[config.mk]
export PLATFORM = sky130hd
export DESIGN_NAME = ffca_cell
export DESIGN_NICKNAME = d
export VERILOG_FILES = /design/src/sv/ffca_pkg.sv /design/src/sv/ffca_cell.sv
export SDC_FILE = /design/constraint.sdc
export NUM_CORES = 1
export LEC_CHECK = 0
export ABC_AREA = 1
export ABC_CLOCK_PERIOD_IN_PS = 1800
export BUFFER_PORTS_ARGS = -buffer_cell sky130_fd_sc_hd__buf_2
export CAP_MARGIN = 20
export CORE_ASPECT_RATIO = 1.5
export CORE_MARGIN = 1.5
export CORE_UTILIZATION = 48
export DETAILED_ROUTE_END_ITERATION = 6
export PLACE_DENSITY_LB_ADDON = 0.3
export SYNTH_ARGS = -nofsm -noshare
export SYNTH_HDL_FRONTEND = slang
export SYNTH_SLANG_ARGS = --single-unit
[constraint.sdc]
create_clock -name clk_i -period 1.8 [get_ports clk_i]
set_clock_uncertainty 0.05 [all_clocks]
set_input_delay 0.27 -clock clk_i [delete_from_list [all_inputs] [get_ports clk_i]]
set_output_delay 0.27 -clock clk_i [all_outputs]
set_load 0.01 [all_outputs]
[src/sv/ffca_pkg.sv]
package ffca_pkg;

  localparam int unsigned AMOUNT_BITS = 30;
  localparam int unsigned FUNC_W      = 2;
  localparam int unsigned OUT_INDEX_W = 10;
  localparam int unsigned MISS_W      = 10;
  localparam logic [MISS_W-1:0] MISS_MAX = {MISS_W{1'b1}};

  typedef enum logic [FUNC_W-1:0] {
    FUNC_LOAD    = 2'd0,
    FUNC_PLACE   = 2'd1,
    FUNC_RESTART = 2'd2
  } func_e;

  typedef struct packed {
    logic [FUNC_W-1:0]      func;
    logic [AMOUNT_BITS-1:0] amount;
  } ffca_in_t;

  typedef struct packed {
    logic                   placed;
    logic [OUT_INDEX_W-1:0] bin_index;
    logic [MISS_W-1:0]      unplaced_total;
  } ffca_out_t;

  // Operation token travelling down the cell chain.
  typedef struct packed {
    logic                   valid;
    logic [FUNC_W-1:0]      func;
    logic [AMOUNT_BITS-1:0] amount;
    logic                   hit;
  } ffca_op_t;

endpackage

[src/sv/ffca_cell.sv]
module ffca_cell #(
  parameter int unsigned IDX_W      = 10,
  parameter int unsigned CELL_INDEX = 0
) (
  input  logic                clk_i,
  input  logic                rst_ni,
  input  logic                adv_i,
  input  ffca_pkg::ffca_op_t  op_i,
  input  logic [IDX_W-1:0]    idx_i,
  output ffca_pkg::ffca_op_t  op_o,
  output logic [IDX_W-1:0]    idx_o
);

  localparam logic [IDX_W-1:0] MY_IDX = IDX_W'(CELL_INDEX);

  logic [ffca_pkg::AMOUNT_BITS-1:0] cap_q, cap_d;
  logic                             loaded_q, loaded_d;
  logic                             used_q, used_d;
  ffca_pkg::ffca_op_t               op_q, op_d;
  logic [IDX_W-1:0]                 idx_q, idx_d;
  logic                             fits;

  assign fits = loaded_q && !used_q && !op_i.hit && (cap_q >= op_i.amount);

  always_comb begin
    op_d     = op_i;
    idx_d    = idx_i;
    cap_d    = cap_q;
    loaded_d = loaded_q;
    used_d   = used_q;
    if (op_i.valid) begin
      priority if (op_i.func == ffca_pkg::FUNC_LOAD) begin
        if (idx_i == MY_IDX) begin
          cap_d    = op_i.amount;
          loaded_d = 1'b1;
          used_d   = 1'b0;
        end
      end else if (op_i.func == ffca_pkg::FUNC_RESTART) begin
        loaded_d = 1'b0;
        used_d   = 1'b0;
      end else if (op_i.func == ffca_pkg::FUNC_PLACE) begin
        if (fits) begin
          used_d   = 1'b1;
          op_d.hit = 1'b1;
          idx_d    = MY_IDX;
        end
      end else begin
        op_d.valid = 1'b0;
      end
    end
  end

  always_ff @(posedge clk_i or negedge rst_ni) begin
    if (!rst_ni) begin
      op_q     <= '0;
      loaded_q <= 1'b0;
      used_q   <= 1'b0;
    end else if (adv_i) begin
      op_q     <= op_d;
      loaded_q <= loaded_d;
      used_q   <= used_d;
    end
  end

  always_ff @(posedge clk_i) begin
    if (adv_i) begin
      cap_q <= cap_d;
      idx_q <= idx_d;
    end
  end

  assign op_o  = op_q;
  assign idx_o = idx_q;

endmodule

==> impl_metrics.tcl, run 1 <==
set metrics [dict create \
    port_buffers 90 \
    slowest_delay_ns 0.43 \
    die_area_sq_um 7960 \
    worst-endpoint-arrival_ns 2.17 \
    drt-vias-per-instance 4.73 \
    cp_cell_sequence "ha_4, nand2_4, nor2_4, nand4_1, nor3_2, nand2_2, nand2_4, nand4_4, clkbuf_16, nand2_2, inv_2" \
    finalPower_mw 3.63 \
    endpoint_kind "flip-flop" \
    cts-htree-levels 3 \
    syn_inst 355 \
    pwr_density_cell_nw_per_um2 767 \
    layout_commonest_cell "buf_2" \
    coreArea_sq_um 7230 \
    max_freq_mhz 476 \
    pre_cts_slack_ns -0.293 \
    startpoint_type "flip-flop" \
    ys_seq_elements 76 \
    setup_ws_ns -0.299 \
    drive_gt1_share_pct 37.8 \
    syn_nets 432 \
    relSlewSlack_pct 65.6 \
    grt_max_degree 65 \
    wl_um 7560 \
    fin_crit_sh_pct 117 \
    holdWs_ns 0.0522 \
    vdd_drop_max_mv 0.467 \
    cts.reportedPaths.clkPinSlew_ns 0.08 \
    holdCritPathClass "input pin to flip-flop" \
    cpMaxStageDelayCell "edfxtp_1" \
    start_util_pct 49.3 \
    ys_types 25 \
    hold_violations 0 \
    ant_nets 0 \
    fin_nets 545 \
    fin_util_pct 65.4 \
    maxSlewViolCount 0 \
    path_max_fanout 5 \
    status "finished, violations left" \
    rsz0062_at_grt "yes" \
    wire_per_inst_um 13.2 \
    p_leak_nw 2.29 \
    worstMarginPinSlew_ns 0.517 \
    yosysSeqAreaShare_pct 59.0 \
    worstSetupPathType "flip-flop to flip-flop" \
    tns_ns -3.27 \
    drtPass1Iterations 4 \
    rows 38 \
    grt_use_total_pct 20.2 \
    drc 0 \
    grt_pass1_vias 2833 \
    final_cell_mix "90 x buf_2, 86 x nand2_1, 44 x inv_1" \
    violations "negative setup slack" \
    drt-initial-drc-count 159 \
    gp_congestion 0.760 \
    dp_hpwl_um 5270 \
    setup_viol 12 \
    timing.final.crit_period_ns 2.10 \
    syn_to_final_growth_pct 32.7 \
    cts_tree "done" \
    diodes 0 \
    grt_pass1_wl_um 12200 \
    clock-root-buffer "clkbuf_8" \
    n_fill_cell 636 \
    clk_latency_ns 0.35 \
    dr_total_vias 2712 \
    cts_made_buffers 9 \
    die_x_um 73.3 \
    crit_buf_inv 2 \
    ys_warn_count 0 \
    clk_path_buf_depth 2 \
    critical_path.top_delay_family "simple AND/OR/NAND/NOR gates" \
    synth.cell_area_sq_um 3560 \
    fp.dieH_um 108 \
    numClockSinks 76 \
    antenna_found_initial 0 \
    synth.avg_cell_area_sq_um 10.0 \
    required_ns 1.87 \
    grt.overflow.total 0 \
    pin_count 91 \
    cap_viol_max_count 0 \
]
cells by family (layout without fill, tap and decap cells):
group	after synthesis	in the layout	share of synthesized area [%]
adders and majority gates	30	30	10.5
DFF	76	76	59.0
buffers and inverters	62	180	6.75
and+or+nand+nor	145	145	17.6
AOI/OAI and AO/OA	42	42	6.04
worst paths after layout:
path,startpoint,endpoint,slack [ns],cells past startpoint
setup / recovery,cap_q[27],idx_o[5],-0.30,11
hold / removal,op_i[5],cap_q[4],0.05,1
setup reg to reg,cap_q[27],idx_o[5],-0.30,11
hold reg to reg,op_o[32],op_o[32],0.42,2
max in group asynchronous,rst_ni,op_o[17],0.84,3
min in group asynchronous,rst_ni,op_o[4],0.38,2
routing by layer:
layer	GRT usage, %	wire [um]	vias to the layer above
met1	22.9	3080	1271
met5	0	0	-
met3	3.45	243	15
met4	11.0	172	0
li1	-	-	1369
met2	35.6	4070	57
layout make-up:
cell class                      instances  area, sq um  area share (%)
Sequential cell                        76         2100            44.5
Multi-Input combinational cell        217         1460            30.8
Timing Repair Buffer                  109          667            14.1
Inverter                               55          206            4.37
Clock buffer                           10          138            2.91
Tap cell                              100          125            2.65
Clock inverter                          6         30.0           0.635
synth_stat cells:
library cell | instances | area, sq um
inv_1 | 44 | 165
buf_1 | 1 | 3.75
ha_1 | 30 | 375
o21ai_1 | 1 | 5.00
edfxtp_1 | 40 | 1200
o21ai_0 | 30 | 150
nor2_1 | 23 | 86.3
o21bai_1 | 1 | 7.51
nor3b_1 | 1 | 7.51
buf_6 | 1 | 11.3
nor3_2 | 1 | 10.0
a21oi_1 | 9 | 45.0
nor2_4 | 1 | 11.3
nand4_2 | 1 | 12.5
dfrtp_1 | 36 | 901
nor4_1 | 2 | 12.5
nand2_1 | 92 | 345
nor2_2 | 1 | 6.26
nand4_1 | 1 | 6.26
or2_2 | 1 | 6.26
a21o_1 | 1 | 7.51
inv_2 | 11 | 41.3
nand3_1 | 6 | 30.0
clkbuf_1 | 5 | 18.8
nand2_2 | 15 | 93.8
where the power goes:
group	internal, mW	total [mW]	switching (mW)
sequential	1.93	1.97	0.0433
clock	0.521	1.14	0.621
combinational	0.221	0.512	0.291
per-stage QoR:
| stage | cells | area (sq um) |
|---|---|---|
| after CTS | 570 | 4540 |
| after floorplan | 355 | 3610 |
| after detailed placement | 553 | 4320 |
| final | 573 | 4730 |
| after global placement | 553 | 4320 |
| after global routing | 573 | 4730 |
sequential cells by signal, indices dropped and copies added, names as in the netlist:
signal / flops
idx_o: 10
cap_q: 30
loaded_q: 1
op_o: 34
used_q: 1
what timing repair did:
action                                 CTS  global route
hold buffers                             1             0
pin swaps                                0             8
setup endpoints to repair               12            12
gates resized for setup                 11            22
endpoints found under the hold margin   19             0
gates cloned                             0             1
setup buffers                            0             2
worst reg2reg max path: cells and delay by family (launching register included):
kind | cells | cell delay, ns
buffers and inverters | 2 | 0.23
flip-flops | 1 | 0.43
AND/OR/NAND/NOR | 8 | 0.84
adder cells (fa/ha/maj) | 1 | 0.31
Note: power is estimated with default switching activity, not from simulation.
==> inputs of run 2 (changes only) <==
==> constraint.sdc (replaced) <==
create_clock -name clk_i -period 1.8 [get_ports clk_i]
set_clock_uncertainty 0.05 [all_clocks]
set_input_delay 0.45 -clock clk_i [delete_from_list [all_inputs] [get_ports clk_i]]
set_output_delay 0.45 -clock clk_i [all_outputs]
set_load 0.01 [all_outputs]
==> run 2 against run 1 <==
Effect of this change:
- the flow still finishes with violations (negative setup slack)
- via count increased by 1.0%
- clock power increased by 53%
- sequential share of layout area decreased by 1.7 points
- combinational power increased by 3.9%
- non-clock buffer count increased by 3
- flip-flop and latch count unchanged
- cell area increased by 3.9%
- power increased by 17%
- maximum frequency increased by 3.0%
- die area unchanged
- hold slack improved by 0.18 ns
- highest routed layer unchanged
==> impl_metrics.tcl, run 2 (synthesized netlist as in run 1, its figures left out) <==
set metrics [dict create \
    ant_nets 0 \
    vdd_drop_max_mv 0.833 \
    fin_nets 548 \
    worstMarginPinSlew_ns 0.560 \
    drt-vias-per-instance 4.76 \
    cap_viol_max_count 0 \
    status "finished, violations left" \
    holdCritPathClass "input pin to flip-flop" \
    startpoint_type "flip-flop" \
    grt.overflow.total 0 \
    diodes 0 \
    fin_cells 576 \
    wire_per_inst_um 13.0 \
    drtPass1Iterations 4 \
    drive_gt1_share_pct 41.6 \
    cts.reportedPaths.clkPinSlew_ns 0.08 \
    largest_register_ffs 34 \
    finalPower_mw 4.24 \
    worst-endpoint-arrival_ns 2.11 \
    timing.final.crit_period_ns 2.04 \
    n_fill_cell 603 \
    die_area_sq_um 7960 \
    cts_made_buffers 9 \
    numClockSinks 76 \
    fp.dieH_um 108 \
    pwr_density_cell_nw_per_um2 863 \
    dp_hpwl_um 5390 \
    tns_ns -2.55 \
    cts_tree "done" \
    required_ns 1.88 \
    hold_violations 0 \
    holdWs_ns 0.230 \
    gp_congestion 0.802 \
    rsz0062_at_grt "yes" \
    p_leak_nw 2.34 \
    relSlewSlack_pct 62.6 \
    drc 0 \
    clock-root-buffer "clkbuf_8" \
    setup_ws_ns -0.237 \
    path_max_fanout 5 \
    fin_util_pct 67.9 \
    clk_path_buf_depth 2 \
    port_buffers 90 \
    max_freq_mhz 491 \
    wl_um 7480 \
    drt-initial-drc-count 157 \
    fin_crit_sh_pct 113 \
    setup_viol 12 \
    crit_start "cap_q[13]" \
    maxSlewViolCount 0 \
    worstSetupPathType "flip-flop to flip-flop" \
    coreArea_sq_um 7230 \
    final_cell_mix "90 x buf_2, 83 x nand2_1, 40 x edfxtp_1" \
    antenna_found_initial 0 \
    endpoint_kind "flip-flop" \
    grt_use_total_pct 20.2 \
    die_x_um 73.3 \
    pin_count 91 \
    r2r_start "cap_q[13]" \
    syn_to_final_growth_pct 37.9 \
    grt_pass1_vias 2684 \
    layout_commonest_cell "buf_2" \
    grt_pass1_wl_um 12000 \
    dr_total_vias 2740 \
    dp_cells 556 \
    clk_latency_ns 0.36 \
    cts-htree-levels 3 \
    grt_max_degree 51 \
    rows 38 \
    violations "negative setup slack" \
    hold_start "op_i[8]" \
    start_util_pct 49.3 \
]
## run 2: area by class of cell
class                   count  area (sq um)  share of cell area [%]
flip-flops and latches     76          2100                    42.8
multi-input cells         217          1500                    30.5
repair buffers            112           689                    14.0
inverters                  55           221                    4.51
clock buffers              10           138                    2.80
clock inverters             6           135                    2.75
well taps                 100           125                    2.55
## run 2: final timing paths
check	to	slack, ns	depth (start not counted)
setup / recovery	idx_o[7]	-0.24	13
hold / removal	cap_q[7]	0.23	1
setup reg to reg	idx_o[7]	-0.24	13
hold reg to reg	op_o[1]	0.43	2
max in group asynchronous	op_o[14]	0.70	3
min in group asynchronous	loaded_q	0.52	2
## run 2: repair_timing
action,in CTS,in global routing
setup endpoints to repair,12,12
gates resized for setup,15,17
setup buffers,1,1
hold endpoints to repair,8,0
hold buffers,1,0
gates cloned,1,0
pin swaps,8,12
## run 2: power breakdown
group          switching [mW]  internal, mW  total [mW]
registers              0.0407          1.93        1.97
clock network           0.638          1.10        1.74
logic                   0.302         0.230       0.532
## run 2: routing by layer
metal	GRT usage [%]	vias up	wire, um
met1	23.5	1271	2980
met4	9.26	0	200
met2	34.8	67	3980
met5	0	-	0
met3	4.85	19	325
li1	-	1383	-
## run 2: per-stage QoR
| step | area [sq um] | worst slack [ns] |
|---|---|---|
| 3_3_place_gp | 4450 | -0.454 |
| 6_report | 4910 | -0.237 |
| 2_1_floorplan | 3720 | -0.469 |
| 3_5_place_dp | 4450 | -0.486 |
| 5_1_grt | 4910 | -0.342 |
| 4_1_cts | 4840 | -0.254 |
## run 2: worst max-delay path, stage by stage, from the launching register on
cell	delay (ns)
edfxtp_1	0.43
ha_4	0.30
nand2_2	0.07
nor2_4	0.11
nand2_2	0.08
nor2_1	0.09
nor2_1	0.06
nand2_2	0.06
nand2_1	0.05
nand2_2	0.09
nand4_4	0.12
clkbuf_16	0.22
nand2_4	0.05
inv_2	0.03
==> inputs of run 3 (changes only) <==
--- a/config.mk
+++ b/config.mk
@@ -6,12 +6,12 @@
 export NUM_CORES = 1
 export LEC_CHECK = 0
 export ABC_AREA = 1
-export ABC_CLOCK_PERIOD_IN_PS = 1800
+export ABC_CLOCK_PERIOD_IN_PS = 2000
 export BUFFER_PORTS_ARGS = -buffer_cell sky130_fd_sc_hd__buf_2
 export CAP_MARGIN = 20
 export CORE_ASPECT_RATIO = 1.5
-export CORE_MARGIN = 1.5
-export CORE_UTILIZATION = 48
+export CORE_MARGIN = 2
+export CORE_UTILIZATION = 53
 export DETAILED_ROUTE_END_ITERATION = 6
 export PLACE_DENSITY_LB_ADDON = 0.3
 export SYNTH_ARGS = -nofsm -noshare
==> constraint.sdc (replaced) <==
create_clock -name clk_i -period 2 [get_ports clk_i]
set_clock_uncertainty 0.05 [all_clocks]
set_input_delay 0.5 -clock clk_i [delete_from_list [all_inputs] [get_ports clk_i]]
set_output_delay 0.5 -clock clk_i [all_outputs]
set_load 0.01 [all_outputs]
==> run 3 against run 2 <==
Effect of this change:
- the run still ends with negative setup slack left
- worst setup slack better by 0.15 ns
- clock-buffer cell count up 1
- hold slack worse by 0.15 ns
- register-to-register slack better by 0.15 ns
- via count down 0.22%
- sequential share of layout area up 2.9 points
- critical path depth unchanged
- non-clock buffer count down 7
- combinational power down 18%
- wire length up 0.48%
- die area down 6.9%
- sequential power down 9.6%
- critical endpoint is now idx_o[6]
- largest power group unchanged
==> impl_metrics.tcl, run 3 (synthesized netlist as in run 1, its figures left out) <==
set metrics [dict create \
    status "finished, violations left" \
    violations "negative setup slack" \
    drtPass1Iterations 4 \
    fin_cells 545 \
    crit_buf_inv 2 \
    maxSlewViolCount 0 \
    clk_path_buf_depth 2 \
    grt_pass1_wl_um 12300 \
    drt-vias-per-instance 5.02 \
    rows 36 \
    diodes 0 \
    fin_crit_sh_pct 104 \
    cap_viol_max_count 0 \
    setup_ws_ns -0.0870 \
    required_ns 2.08 \
    worstMarginPinSlew_ns 0.620 \
    syn_to_final_growth_pct 29.1 \
    cts_tree "done" \
    coreArea_sq_um 6490 \
    r2r_slack_ns -0.09 \
    vdd_drop_max_mv 0.527 \
    drive_gt1_share_pct 35.0 \
    critical_path.top_delay_family "simple AND/OR/NAND/NOR gates" \
    ant_nets 0 \
    holdCritPathClass "input pin to async pin" \
    worst_path_most_repeated_cell "nand2_1" \
    cts-htree-levels 3 \
    slowest_delay_ns 0.42 \
    cts_made_buffers 9 \
    grt_max_degree 36 \
    start_util_pct 54.9 \
    max_freq_mhz 479 \
    gp_congestion 0.805 \
    cp_cell_sequence "ha_4, nand2_4, nor2_4, nand2_1, nor2_1, nand2_1, nand2_1, nor2_1, nand2_4, nand4_4, clkbuf_16, nand2_2, inv_2" \
    numClockSinks 76 \
    rsz0062_at_grt "yes" \
    finalPower_mw 3.52 \
    drc 0 \
    holdWs_ns 0.0793 \
    grt_pass1_vias 2780 \
    holdBufCountCts 0 \
    largest_register_ffs 34 \
    clk_latency_ns 0.36 \
    wl_um 7520 \
    fp.dieH_um 104 \
    dp_cells 528 \
    die_area_sq_um 7400 \
    antenna_found_initial 0 \
    cpMaxStageDelayCell "edfxtp_1" \
    r2r_cells 13 \
    dr_total_vias 2734 \
    grt.overflow.total 0 \
    postCtsSetupBuffers 0 \
    pin_count 91 \
    drt-initial-drc-count 120 \
    r2r_start "cap_q[13]" \
    hold_violations 0 \
    endpoint_kind "flip-flop" \
    wire_per_inst_um 13.8 \
    layout_commonest_cell "buf_2" \
    worstSetupPathType "flip-flop to flip-flop" \
    r2r-end "idx_o[6]" \
    relSlewSlack_pct 58.6 \
    dp_hpwl_um 5450 \
    timing.final.crit_period_ns 2.09 \
    setup_viol 10 \
    cts.reportedPaths.clkPinSlew_ns 0.08 \
    p_leak_nw 2.28 \
    clock-root-buffer "clkbuf_8" \
    port_buffers 90 \
    final_cell_mix "90 x buf_2, 87 x nand2_1, 44 x inv_1" \
    die_x_um 70.9 \
    path_max_fanout 5 \
    fin_nets 541 \
    grt_use_total_pct 21.8 \
    startpoint_type "flip-flop" \
    pwr_density_cell_nw_per_um2 767 \
    worst-endpoint-arrival_ns 2.17 \
]
[run 3: cell count changes in the layout (fill, tap and decap cells not counted), moves of 4 or more]
cell,before,now
inv_1,35,44
ha_1,19,27
ha_4,11,3
inv_2,18,11
nand2_2,17,12
nand2_1,83,87
[run 3: worst max path at each step]
stage | startpoint | end | slack, ns | depth (start not counted)
final | cap_q[13] | idx_o[6] | -0.09 | 13
after global routing | cap_q[23] | idx_o[6] | -0.18 | 13
after CTS | cap_q[11] | idx_o[6] | -0.05 | 13
after detailed placement | op_i[12] | idx_o[6] | -0.34 | 15
after global placement | op_i[12] | idx_o[9] | -0.27 | 15
after floorplan | idx_i[6] | cap_q[0] | -0.32 | 3
[run 3: routing by layer]
metal / up-vias / wire length (um) / GRT usage, %
li1: 1365 / - / -
met1: 1272 / 3030 / 24.3
met2: 81 / 3890 / 36.9
met3: 16 / 408 / 6.78
met4: 0 / 195 / 10.6
met5: - / 0 / 0
[run 3: worst reg2reg max path, stage by stage (launching register included)]
cell and delay (ns):
edfxtp_1 0.42, ha_4 0.31, nand2_4 0.05, nor2_4 0.16, nand2_1 0.07, nor2_1 0.11
nand2_1 0.07, nand2_1 0.07, nor2_1 0.07, nand2_4 0.09, nand4_4 0.12, clkbuf_16 0.22
nand2_2 0.06, inv_2 0.03
[run 3: through the flow]
stage	utilization [%]	TNS, ns	cell area, sq um	setup WS [ns]
2_1_floorplan	-	-9.57	3590	-0.319
3_3_place_gp	65.3	-2.96	4240	-0.273
3_5_place_dp	65.3	-3.74	4240	-0.343
4_1_cts	68.9	-0.466	4470	-0.0500
5_1_grt	70.9	-1.79	4600	-0.180
6_report	70.9	-0.760	4600	-0.0870
[run 3: layout make-up]
type	instances	area [sq um]
multi-input combinational	217	1360
tap	76	95.1
inverter	55	206
clock buffer	11	151
clock inverter	5	73.8
sequential	76	2100
fill	505	1890
timing repair buffer	105	606
[run 3: power breakdown]
group	internal, mW	switching, mW
combinational	0.181	0.256
clock	0.762	0.549
sequential	1.74	0.0411
[run 3: repair_timing]
item                                   in CTS  in global routing
pin swaps                                   0                  5
resized for setup                           2                 19
setup endpoints to repair                  10                 12
gates cloned                                0                  1
endpoints found under the hold margin       0                  0
